### src/rtl/core/smms_pkg.sv
// shared types and constants for the run statistics block
`timescale 1ns / 1ps
package smms_pkg;

    localparam int SAMPLE_W = 24;
    localparam int COUNT_W  = 17;
    localparam int INDEX_W  = 16;
    localparam int SUM_W    = 40;
    localparam int SQ_W     = 64;
    localparam int PROD_W   = 48;
    localparam int WIDE_W   = 80;
    localparam int DEN_W    = 32;
    localparam int ROOT_W   = 64;
    localparam int STD_W    = 23;
    localparam int STEP_W   = 7;

    localparam int MUL_STEPS  = 40;
    localparam int DIV_STEPS  = 80;
    localparam int ROOT_STEPS = 40;

    localparam logic [STD_W-1:0]  STD_MAX  = 23'h7F_FFFF;
    localparam logic [ROOT_W-1:0] SQRT_TOP = 64'h4000_0000_0000_0000;

    typedef struct packed {
        logic signed [SAMPLE_W-1:0] sample;
        logic                       last;
    } t_smms_in;

    typedef struct packed {
        logic        [COUNT_W-1:0]  sample_count;
        logic signed [SAMPLE_W-1:0] min_value;
        logic        [INDEX_W-1:0]  min_position;
        logic signed [SAMPLE_W-1:0] max_value;
        logic        [INDEX_W-1:0]  max_position;
        logic signed [SAMPLE_W-1:0] mean_value;
        logic        [STD_W-1:0]    std_dev;
        logic                       overflowed;
    } t_smms_out;

    typedef enum logic [3:0] {
        ST_ACCUM,
        ST_DRAIN,
        ST_PREP,
        ST_MUL_N,
        ST_MUL_LD,
        ST_MUL_S,
        ST_DIV_LD,
        ST_DIV,
        ST_ROOT_LD,
        ST_ROOT,
        ST_OUT
    } t_smms_state;

    typedef enum logic [3:0] {
        OP_NONE,
        OP_PREP,
        OP_MUL,
        OP_MUL_LD,
        OP_DIV_LD,
        OP_DIV,
        OP_ROOT_LD,
        OP_ROOT,
        OP_LOAD_OUT
    } t_smms_op;

    typedef struct packed {
        logic     in_ready;
        t_smms_op op;
    } t_smms_cmd;

    typedef struct packed {
        logic last_beat;
        logic out_free;
    } t_smms_stat;

endpackage

### src/rtl/core/smms_ctrl.sv
// sequencer for accumulation and the end-of-run arithmetic
`timescale 1ns / 1ps
module smms_ctrl (
    input  logic                  i_clk,
    input  logic                  i_rst_n,
    input  smms_pkg::t_smms_stat  i_stat,
    output smms_pkg::t_smms_cmd   o_cmd
);
    import smms_pkg::*;

    t_smms_state        r_state, n_state;
    logic [STEP_W-1:0]  r_step, n_step;

    always_ff @(posedge i_clk) begin
        if (!i_rst_n) begin
            r_state <= ST_ACCUM;
            r_step  <= '0;
        end else begin
            r_state <= n_state;
            r_step  <= n_step;
        end
    end

    always_comb begin
        n_state = r_state;
        n_step  = '0;
        case (r_state)
            ST_ACCUM: begin
                if (i_stat.last_beat) begin
                    n_state = ST_DRAIN;
                end
            end
            ST_DRAIN:   n_state = ST_PREP;
            ST_PREP:    n_state = ST_MUL_N;
            ST_MUL_N: begin
                if (r_step == STEP_W'(MUL_STEPS - 1)) begin
                    n_state = ST_MUL_LD;
                end else begin
                    n_step = r_step + 1'b1;
                end
            end
            ST_MUL_LD:  n_state = ST_MUL_S;
            ST_MUL_S: begin
                if (r_step == STEP_W'(MUL_STEPS - 1)) begin
                    n_state = ST_DIV_LD;
                end else begin
                    n_step = r_step + 1'b1;
                end
            end
            ST_DIV_LD:  n_state = ST_DIV;
            ST_DIV: begin
                if (r_step == STEP_W'(DIV_STEPS - 1)) begin
                    n_state = ST_ROOT_LD;
                end else begin
                    n_step = r_step + 1'b1;
                end
            end
            ST_ROOT_LD: n_state = ST_ROOT;
            ST_ROOT: begin
                if (r_step == STEP_W'(ROOT_STEPS - 1)) begin
                    n_state = ST_OUT;
                end else begin
                    n_step = r_step + 1'b1;
                end
            end
            ST_OUT: begin
                if (i_stat.out_free) begin
                    n_state = ST_ACCUM;
                end
            end
            default:    n_state = ST_ACCUM;
        endcase
    end

    always_comb begin
        o_cmd.in_ready = 1'b0;
        o_cmd.op       = OP_NONE;
        case (r_state)
            ST_ACCUM:   o_cmd.in_ready = 1'b1;
            ST_PREP:    o_cmd.op = OP_PREP;
            ST_MUL_N:   o_cmd.op = OP_MUL;
            ST_MUL_LD:  o_cmd.op = OP_MUL_LD;
            ST_MUL_S:   o_cmd.op = OP_MUL;
            ST_DIV_LD:  o_cmd.op = OP_DIV_LD;
            ST_DIV:     o_cmd.op = OP_DIV;
            ST_ROOT_LD: o_cmd.op = OP_ROOT_LD;
            ST_ROOT:    o_cmd.op = OP_ROOT;
            ST_OUT: begin
                if (i_stat.out_free) begin
                    o_cmd.op = OP_LOAD_OUT;
                end
            end
            default:    o_cmd.op = OP_NONE;
        endcase
    end

endmodule

### src/rtl/core/smms_dp.sv
// accumulators, shift-add multiplier, restoring divider, square root and result register
`timescale 1ns / 1ps
module smms_dp #(
    parameter int MAX_SAMPLES = 65536,
    parameter int SAMPLE_BITS = 24
) (
    input  logic                  i_clk,
    input  logic                  i_rst_n,
    input  logic                  i_in_valid,
    input  smms_pkg::t_smms_in    i_in,
    input  logic                  i_out_ready,
    output logic                  o_out_valid,
    output smms_pkg::t_smms_out   o_out,
    input  smms_pkg::t_smms_cmd   i_cmd,
    output smms_pkg::t_smms_stat  o_stat
);
    import smms_pkg::*;

    localparam int                 EXT_SHIFT = SAMPLE_W - SAMPLE_BITS;
    localparam logic [COUNT_W-1:0] CAPACITY  = COUNT_W'(MAX_SAMPLES);

    logic                       w_accept;
    logic signed [SAMPLE_W-1:0] w_shl;
    logic signed [SAMPLE_W-1:0] w_ext;
    logic signed [PROD_W-1:0]   w_square;

    // input stage
    logic                       r_a_valid;
    logic signed [SAMPLE_W-1:0] r_a_sample;
    logic        [PROD_W-1:0]   r_a_square;

    // run state
    logic        [COUNT_W-1:0]  r_count;
    logic signed [SAMPLE_W-1:0] r_min;
    logic        [INDEX_W-1:0]  r_min_idx;
    logic signed [SAMPLE_W-1:0] r_max;
    logic        [INDEX_W-1:0]  r_max_idx;
    logic signed [SUM_W-1:0]    r_sum;
    logic        [SQ_W-1:0]     r_sumsq;
    logic                       r_dropped;

    logic                       w_room;
    logic                       w_new_min;
    logic                       w_new_max;

    // finishing datapath
    logic        [SUM_W-1:0]    w_mag;
    logic        [2*COUNT_W-1:0] w_pair;
    logic        [SUM_W-1:0]    r_mag;
    logic                       r_neg;
    logic        [DEN_W-1:0]    r_den_var;
    logic        [WIDE_W-1:0]   r_ma;
    logic        [SUM_W-1:0]    r_mb;
    logic        [WIDE_W-1:0]   r_acc;
    logic        [WIDE_W-1:0]   r_nsq;
    logic        [WIDE_W-1:0]   r_num;
    logic        [DEN_W-1:0]    r_den;
    logic        [DEN_W-1:0]    r_rem;
    logic                       r_var_zero;
    logic        [DEN_W:0]      w_rem_sh;
    logic        [DEN_W:0]      w_rem_sub;
    logic                       w_rem_ge;
    logic        [ROOT_W-1:0]   r_rv;
    logic        [ROOT_W-1:0]   r_res;
    logic        [ROOT_W-1:0]   r_bit;
    logic        [ROOT_W-1:0]   w_trial;
    logic                       w_fit;
    logic        [SUM_W-1:0]    w_mean_full;
    logic        [STD_W-1:0]    w_std;

    // result register
    logic                       r_out_valid;
    t_smms_out                  r_out;

    assign w_accept = i_in_valid && i_cmd.in_ready;
    assign w_shl    = i_in.sample <<< EXT_SHIFT;
    assign w_ext    = w_shl >>> EXT_SHIFT;
    assign w_square = w_ext * w_ext;

    assign o_stat.last_beat = w_accept && i_in.last;
    assign o_stat.out_free  = !r_out_valid || i_out_ready;

    always_ff @(posedge i_clk) begin
        if (!i_rst_n) begin
            r_a_valid <= 1'b0;
        end else begin
            r_a_valid <= w_accept;
        end
    end

    always_ff @(posedge i_clk) begin
        if (w_accept) begin
            r_a_sample <= w_ext;
            r_a_square <= $unsigned(w_square);
        end
    end

    assign w_room    = r_count < CAPACITY;
    assign w_new_min = (r_count == '0) || (r_a_sample <= r_min);
    assign w_new_max = (r_count == '0) || (r_a_sample >= r_max);

    always_ff @(posedge i_clk) begin
        if (!i_rst_n) begin
            r_count   <= '0;
            r_min     <= '0;
            r_min_idx <= '0;
            r_max     <= '0;
            r_max_idx <= '0;
            r_sum     <= '0;
            r_sumsq   <= '0;
            r_dropped <= 1'b0;
        end else if (i_cmd.op == OP_LOAD_OUT) begin
            r_count   <= '0;
            r_min     <= '0;
            r_min_idx <= '0;
            r_max     <= '0;
            r_max_idx <= '0;
            r_sum     <= '0;
            r_sumsq   <= '0;
            r_dropped <= 1'b0;
        end else if (r_a_valid) begin
            if (w_room) begin
                if (w_new_min) begin
                    r_min     <= r_a_sample;
                    r_min_idx <= r_count[INDEX_W-1:0];
                end
                if (w_new_max) begin
                    r_max     <= r_a_sample;
                    r_max_idx <= r_count[INDEX_W-1:0];
                end
                r_sum   <= r_sum + SUM_W'(r_a_sample);
                r_sumsq <= r_sumsq + SQ_W'(r_a_square);
                r_count <= r_count + 1'b1;
            end else begin
                r_dropped <= 1'b1;
            end
        end
    end

    assign w_mag  = r_sum[SUM_W-1] ? (SUM_W'(0) - $unsigned(r_sum)) : $unsigned(r_sum);
    assign w_pair = (2*COUNT_W)'(r_count) * (2*COUNT_W)'(r_count - 1'b1);

    assign w_rem_sh  = {r_rem, r_num[WIDE_W-1]};
    assign w_rem_ge  = w_rem_sh >= {1'b0, r_den};
    assign w_rem_sub = w_rem_sh - {1'b0, r_den};

    assign w_trial = r_res + r_bit;
    assign w_fit   = r_rv >= w_trial;

    always_ff @(posedge i_clk) begin
        case (i_cmd.op)
            OP_PREP: begin
                r_mag     <= w_mag;
                r_neg     <= r_sum[SUM_W-1];
                r_den_var <= w_pair[DEN_W-1:0];
                r_ma      <= WIDE_W'(r_sumsq);
                r_mb      <= SUM_W'(r_count);
                r_acc     <= '0;
            end
            OP_MUL: begin
                if (r_mb[0]) begin
                    r_acc <= r_acc + r_ma;
                end
                r_ma <= r_ma << 1;
                r_mb <= r_mb >> 1;
            end
            OP_MUL_LD: begin
                r_nsq <= r_acc;
                r_ma  <= WIDE_W'(r_mag);
                r_mb  <= r_mag;
                r_acc <= '0;
            end
            OP_DIV_LD: begin
                r_num      <= r_nsq - r_acc;
                r_var_zero <= (r_count < COUNT_W'(2)) || (r_nsq <= r_acc);
                r_den      <= r_den_var;
                r_rem      <= '0;
            end
            OP_DIV: begin
                r_rem <= w_rem_ge ? w_rem_sub[DEN_W-1:0] : w_rem_sh[DEN_W-1:0];
                r_num <= {r_num[WIDE_W-2:0], w_rem_ge};
            end
            OP_ROOT_LD: begin
                r_rv  <= r_num[ROOT_W-1:0];
                r_res <= '0;
                r_bit <= SQRT_TOP;
                r_num <= {r_mag, {(WIDE_W-SUM_W){1'b0}}};
                r_den <= DEN_W'(r_count);
                r_rem <= '0;
            end
            OP_ROOT: begin
                r_rem <= w_rem_ge ? w_rem_sub[DEN_W-1:0] : w_rem_sh[DEN_W-1:0];
                r_num <= {r_num[WIDE_W-2:0], w_rem_ge};
                if (r_bit != '0) begin
                    if (w_fit) begin
                        r_rv  <= r_rv - w_trial;
                        r_res <= (r_res >> 1) + r_bit;
                    end else begin
                        r_res <= r_res >> 1;
                    end
                    r_bit <= r_bit >> 2;
                end
            end
            default: begin
            end
        endcase
    end

    assign w_mean_full = r_neg ? (SUM_W'(0) - r_num[SUM_W-1:0]) : r_num[SUM_W-1:0];

    always_comb begin
        if (r_var_zero) begin
            w_std = '0;
        end else if (r_res > ROOT_W'(STD_MAX)) begin
            w_std = STD_MAX;
        end else begin
            w_std = r_res[STD_W-1:0];
        end
    end

    always_ff @(posedge i_clk) begin
        if (!i_rst_n) begin
            r_out_valid <= 1'b0;
        end else if (i_cmd.op == OP_LOAD_OUT) begin
            r_out_valid <= 1'b1;
        end else if (i_out_ready) begin
            r_out_valid <= 1'b0;
        end
    end

    always_ff @(posedge i_clk) begin
        if (i_cmd.op == OP_LOAD_OUT) begin
            r_out.sample_count <= r_count;
            r_out.min_value    <= r_min;
            r_out.min_position <= r_min_idx;
            r_out.max_value    <= r_max;
            r_out.max_position <= r_max_idx;
            r_out.mean_value   <= $signed(w_mean_full[SAMPLE_W-1:0]);
            r_out.std_dev      <= w_std;
            r_out.overflowed   <= r_dropped;
        end
    end

    assign o_out_valid = r_out_valid;
    assign o_out       = r_out;

endmodule

### src/rtl/core/stream_min_max_mean_std.sv
// top level of the streaming run statistics block
`timescale 1ns / 1ps
// Takes signed Q12.12 samples one beat per cycle and, on the beat flagged last,
// returns one result beat with count, min and max with their latest positions,
// mean truncated toward zero and the floored sample standard deviation. Samples
// past MAX_SAMPLES are dropped and the result is flagged. While a run streams in,
// input ready stays high. After the last beat the input closes for a drain and
// a setup state, two 40-step shift-add multiplies for n*sum_sq and sum^2, an
// 80-step restoring divide by n*(n-1), then a 40-step pass that runs the mean
// divide alongside a 32-step square root, with a load state ahead of each of the
// second multiply, the divide and that pass, and a final state that loads the
// result register. If the previous result has not been taken by then, the block
// holds until it is. The result register lets the next run start while a
// finished result still waits on the output.
module stream_min_max_mean_std #(
    parameter int MAX_SAMPLES = 65536,
    parameter int SAMPLE_BITS = 24
) (
    input  logic                 i_clk,
    input  logic                 i_rst_n,
    input  logic                 i_in_valid,
    output logic                 o_in_ready,
    input  smms_pkg::t_smms_in   i_in,
    output logic                 o_out_valid,
    input  logic                 i_out_ready,
    output smms_pkg::t_smms_out  o_out
);
    import smms_pkg::*;

    t_smms_cmd  w_cmd;
    t_smms_stat w_stat;

    smms_ctrl u_ctrl (
        .i_clk   (i_clk),
        .i_rst_n (i_rst_n),
        .i_stat  (w_stat),
        .o_cmd   (w_cmd)
    );

    smms_dp #(
        .MAX_SAMPLES (MAX_SAMPLES),
        .SAMPLE_BITS (SAMPLE_BITS)
    ) u_dp (
        .i_clk       (i_clk),
        .i_rst_n     (i_rst_n),
        .i_in_valid  (i_in_valid),
        .i_in        (i_in),
        .i_out_ready (i_out_ready),
        .o_out_valid (o_out_valid),
        .o_out       (o_out),
        .i_cmd       (w_cmd),
        .o_stat      (w_stat)
    );

    assign o_in_ready = w_cmd.in_ready;

endmodule

### config.mk
export PLATFORM = sky130hd
export DESIGN_NAME = stream_min_max_mean_std
export DESIGN_NICKNAME = d
export VERILOG_FILES = /design/src/rtl/core/smms_pkg.sv /design/src/rtl/core/smms_ctrl.sv /design/src/rtl/core/smms_dp.sv /design/src/rtl/core/stream_min_max_mean_std.sv
export SDC_FILE = /design/constraint.sdc
export NUM_CORES = 2
export LEC_CHECK = 0
export BUFFER_PORTS_ARGS = -buffer_cell sky130_fd_sc_hd__buf_2
export CAP_MARGIN = 25
export CORE_MARGIN = 1
export CORE_UTILIZATION = 25
export CTS_CLUSTER_DIAMETER = 80
export DETAILED_ROUTE_END_ITERATION = 7
export PLACE_DENSITY = 0.52
export SLEW_MARGIN = 25
export SYNTH_ARGS = -nofsm -noshare
export SYNTH_HDL_FRONTEND = slang
export SYNTH_SLANG_ARGS = --single-unit
### constraint.sdc
create_clock -name i_clk -period 14.1 [get_ports i_clk]
set_input_delay 0.705 -clock i_clk [delete_from_list [all_inputs] [get_ports i_clk]]
set_output_delay 0.705 -clock i_clk [all_outputs]
set_load 0.02 [all_outputs]
==> results <==
- The flow ran to the end, and the final reports show no timing, DRC or antenna violations.
- The combined global-route utilization of all metal layers is 0.141.
- For this run, global-route usage on met2 was measured as 0.228.
- Along the worst path, the maximum fanout reaches 18.
- The leakage power is 44.3 nW.
- The initial antenna violation count was 5.
- The tool flagged a number of max-cap violations equal to 0.
- The pin slew with the least headroom to its limit is 1020 ps.
- Power spread over the standard cell area amounts to 230 nW/µm².
- The H-tree was split into 4 levels.
- The final-stage net count is 11600.
- Of the cells placed in the final design, the portion with a size suffix greater than 1 is 0.0557.
- The worst setup path endpoint is u_dp.r_den_var[31]$_DFFE_PN_.
- The longest individual stage delay on the worst path is 710 ps.
- For the worst flop-to-flop path, the logic depth is 30.
- The synthesis-to-layout area growth is 11.4%.
- TritonCTS built the clock tree.
- The global routing usage on met1 is 0.204.
- After technology mapping, the gate count stands at 10000.
- The slowest stage of the critical path is the sky130_fd_sc_hd__ha_1 cell.
- The peak clock frequency supported by timing is 118 MHz.
- The number of enable-type register cells in the synthesized netlist is 872.
- After clock tree synthesis, the clock-pin slew on the worst setup and hold paths is 60 ps.
- The worst path needs 8470 ps of the cycle, external delays included.
- After detailed routing, the number of remaining DRC violations is 0.
- Input and output buffers added on the ports amount to 175.
- The commonest non-fill, non-tap cell in the layout is sky130_fd_sc_hd__inv_1.
- In the routed layout, each cell is associated on average with a via count of 4.67.
- In this run the power spent charging and discharging nets is 10.8 mW.
- VDD sags by at most 537 µV.
- The die area is 386000 µm².
- The synthesized-area fraction occupied by ao, oa, aoi and oai cells was 0.146.
- Dividing the final minimum period by the clock period gives 0.601.
- For the worst setup path, the data required time is 14670 ps.
- Between clock sinks in the finished design, the worst skew comes to 80.2 ps.
- Of the synthesized area, sequential elements account for 0.318.
- In this run the mean area of a mapped cell was 9.55 µm².
- The share of synthesized flip-flops with an asynchronous set or reset is 0.
- In this run, CTS created clock tree buffers numbering 140.
- The endpoint identified for the worst register-to-register timing path is u_dp.r_den_var[31]$_DFFE_PN_.
- Of the total synthesized cell area, the portion taken by full adders, half adders and majority gates is 0.269.
- The detailed router finished its first iteration with 5355 violations.
- The routed length per placed instance is 18.4 µm.
- The internal portion of the total power is 13.7 mW.
- The pin count of the biggest net entering global routing is 127.
- For this configuration, the core starts out at a cell density of 0.252.
- The summed instance area of the synthesized netlist is 95800 µm².
- By area, the combinational part of the netlist is dominated by adder cells.
- The area of the core is 380000 µm².
- The number of rows created at floorplan is 226.
- Of the total power, combinational logic draws 0.663.
- In this run the vertical extent of the chip is 621 µm.
- The worst register-to-register path begins at u_dp.r_count[2]$_SDFFE_PP0P_.
- The first global-routing pass estimated 428 mm of wire.
- The via count of the first global-routing pass is 69900.
- The type of the worst setup path is reg2reg.
- The routed layout has 70900 vias.
- The number of hold-slack violations in the final timing report is 0.
- The xor/xnor share of the synthesized area is 0.0549.
- The worst register-to-register path has a setup slack of 5630 ps.
- The number of different library cells in the post-synthesis netlist is 86.
- Summing all placed instances gives a cell area of 102000 µm².
- After synthesis, the share of cell area in mux cells is 0.00409.
- The floorplan die width is 621 µm.
- After detailed routing, the total wire length is 279 mm.
- The critical path startpoint category is a register.
- In this run the deepest clock path goes through 4 buffers.
- Of the total synthesized cell area, the portion taken by AND, OR, NAND and NOR gates is 0.140.
- The final setup TNS is 0 ps.
- The most crowded layer after global routing is met2.
- The proportion of power drawn by the clock network is 0.144.
- Before antenna repair, the detailed router went through 6 iterations.
- Setup repair after global routing left no endpoint under its margin.
- The total of flip-flops plus latches after synthesis is 1087.
- The type of the most critical hold path is in2reg.
- The final max-slew violation count is 0.
- The worst pin sits at a relative slew slack of 0.317.
- Setup violations remaining at the end of the flow were counted as 0.
- The cell count of the worst hold path is 3.
- Counting every sink on the clock net gives 1087.
- Pin placement for this block handled 176 I/O pins.
- For this run, the leading register cell type out of synthesis is sky130_fd_sc_hd__edfxtp_1.
- Overall power consumption after layout is estimated at 24.5 mW.
- The post-detailed-route count of antenna-violating nets is 0.
- The Yosys warning count is 0.
- Buffers inserted to repair hold after CTS numbered 0.
- Data arrives at the worst endpoint at 9040 ps.
- The detailed-placement wirelength estimate is 214 mm.
- The filler cell count in the final layout is 40300.
- After routing the design area is 107000 µm².
- The number of instances resized during post-cts repair is 0.
- The global placer's final weighted congestion is 0.861.
- The total overflow left after global routing is 0.
- CTS placed an instance of sky130_fd_sc_hd__clkbuf_16 at the clock tree root.
- The share of power burned in registers is 0.192.
- Of the total power, the share spent switching nets is 0.442.
- STA classifies the critical path endpoint as a register.
- The global routing met3 resource utilization is 0.0144.
- Leaving out fill and tap cells, the most frequent cells in the layout are 1320 x sky130_fd_sc_hd__inv_1, 997 x sky130_fd_sc_hd__nand2_1, 872 x sky130_fd_sc_hd__edfxtp_1.
- After clock tree synthesis, the setup repair step added 0 buffers.
- At the later pin of the worst-skew pair, clock insertion delay measures 830 ps.
- The origin of the worst setup path is u_dp.r_count[2]$_SDFFE_PP0P_.
-- power groups by stage --
stage	clock network [mW]	logic (mW)	registers [mW]
floorplan	0	12.8	4.69
global placement	0	16.3	4.79
detailed placement	0	16.4	4.79
CTS	3.64	16.5	4.72
global route	3.74	18.5	4.73
finish	3.54	16.3	4.72
-- area by class of cell --
| cell class | instances | area [µm²] | area share |
|---|---|---|---|
| Inverter | 1325 | 4990 | 0.0467 |
| Timing Repair Buffer | 254 | 1490 | 0.0140 |
| Sequential cell | 1087 | 30500 | 0.286 |
| Multi-Input combinational cell | 7237 | 59100 | 0.553 |
| Clock buffer | 174 | 3750 | 0.0352 |
| Clock inverter | 67 | 642 | 0.00602 |
| Tap cell | 5016 | 6280 | 0.0588 |
| Antenna cell | 3 | 7.51 | 0.0000704 |
-- metal layers --
metal / part of all wire / wire length [µm] / vias up
li1: - / - / 34200
met1: 0.49 / 136000 / 35000
met2: 0.46 / 127000 / 1397
met3: 0.042 / 11700 / 227
met4: 0.016 / 4440 / 0
met5: 0 / 0 / -
-- sequential cells by signal (all words and copies together), names as in the netlist, 31 cells and up --
register,cells
u_dp.r_rem,32
u_dp.o_out,145
u_dp.r_mag,40
u_dp.r_rv,64
u_dp.r_sumsq,64
u_dp.r_sum,40
u_dp.r_ma,80
u_dp.r_a_square,47
u_dp.r_den,32
u_dp.r_nsq,80
u_dp.r_num,80
u_dp.r_res,64
u_dp.r_acc,80
u_dp.r_bit,32
u_dp.r_mb,40
u_dp.r_den_var,31
-- cells by family (layout without fill, tap and decap cells) --
kind of cell,count (synthesis),in the layout
AO/OA/AOI/OAI,2226,2226
XOR/XNOR,601,601
adder cells (fa/ha/maj),1545,1545
buffers and inverters,1745,1820
flip-flops,1087,1087
multiplexers,37,37
other,2,38
AND/OR/NAND/NOR,2793,2793
-- stage by stage --
step | setup WS [ps] | utilization | cells | hold WS, ps
6_report | 5630 | 0.281 | 15200 | 228
5_1_grt | 5160 | 0.281 | 15200 | 208
4_1_cts | 5610 | 0.281 | 15200 | 164
3_5_place_dp | 5370 | 0.269 | 14900 | 415
3_3_place_gp | 5340 | 0.269 | 14900 | 409
2_1_floorplan | 892 | - | 10100 | 408
-- synth_stat cells, types with 14 or more instances --
cell type / instances / area [µm²]
sky130_fd_sc_hd__and2_1: 169 / 1060
sky130_fd_sc_hd__a22o_1: 30 / 263
sky130_fd_sc_hd__a41oi_1: 18 / 158
sky130_fd_sc_hd__nor4_1: 39 / 244
sky130_fd_sc_hd__o21bai_1: 90 / 676
sky130_fd_sc_hd__a31o_2: 34 / 298
sky130_fd_sc_hd__a221o_1: 15 / 150
sky130_fd_sc_hd__buf_1: 24 / 90.1
sky130_fd_sc_hd__and3_1: 71 / 444
sky130_fd_sc_hd__a31oi_1: 100 / 626
sky130_fd_sc_hd__a211oi_1: 83 / 623
sky130_fd_sc_hd__a21oi_1: 624 / 3120
sky130_fd_sc_hd__nand4_1: 119 / 744
sky130_fd_sc_hd__and4_1: 19 / 166
sky130_fd_sc_hd__a22oi_1: 67 / 503
sky130_fd_sc_hd__xnor2_1: 392 / 3430
sky130_fd_sc_hd__o21ai_0: 567 / 2840
sky130_fd_sc_hd__or3_1: 62 / 388
sky130_fd_sc_hd__a221oi_1: 20 / 175
sky130_fd_sc_hd__nand3_1: 193 / 966
sky130_fd_sc_hd__nor3_1: 88 / 440
sky130_fd_sc_hd__or4_1: 18 / 135
sky130_fd_sc_hd__edfxtp_1: 872 / 26200
sky130_fd_sc_hd__o21a_1: 66 / 495
sky130_fd_sc_hd__nand2_1: 999 / 3750
sky130_fd_sc_hd__nor2b_1: 196 / 1230
sky130_fd_sc_hd__fa_1: 855 / 17100
sky130_fd_sc_hd__nand2b_1: 213 / 1330
sky130_fd_sc_hd__ha_1: 690 / 8630
sky130_fd_sc_hd__o31ai_1: 73 / 548
sky130_fd_sc_hd__inv_1: 1322 / 4960
sky130_fd_sc_hd__clkbuf_1: 394 / 1480
sky130_fd_sc_hd__mux2_2: 17 / 191
sky130_fd_sc_hd__xor2_1: 209 / 1830
sky130_fd_sc_hd__o211ai_1: 33 / 248
sky130_fd_sc_hd__mux2i_1: 20 / 200
sky130_fd_sc_hd__a21boi_0: 20 / 150
sky130_fd_sc_hd__dfxtp_1: 215 / 4300
sky130_fd_sc_hd__a21o_1: 248 / 1860
sky130_fd_sc_hd__o41ai_1: 14 / 123
sky130_fd_sc_hd__nor2_1: 560 / 2100
-- how the worst min path moves through the flow --
stage	slack, ps	from	end
5_1_grt	210	i_out_ready	u_dp.o_out_valid$_SDFFE_PN0P_
2_1_floorplan	410	u_dp.r_min_idx[12]$_SDFFE_PP0P_	u_dp.o_out[100]$_DFFE_PP_
4_1_cts	160	i_out_ready	u_dp.o_out_valid$_SDFFE_PN0P_
3_3_place_gp	410	u_dp.r_min_idx[9]$_SDFFE_PP0P_	u_dp.o_out[97]$_DFFE_PP_
6_report	230	i_out_ready	u_dp.o_out_valid$_SDFFE_PN0P_
3_5_place_dp	420	u_dp.r_min[1]$_SDFFE_PP0P_	u_dp.o_out[105]$_DFFE_PP_
-- worst max-delay path, delay by kind of cell (launching register included) --
kind / cells / cell delay (ps)
DFF: 1 / 310
AOI/OAI and AO/OA: 9 / 1920
buffers and inverters: 7 / 540
xor gates and xnor gates: 1 / 140
adders and majority gates: 8 / 4020
and+or+nand+nor: 5 / 1270
Note: power is estimated with default switching activity, not from simulation.
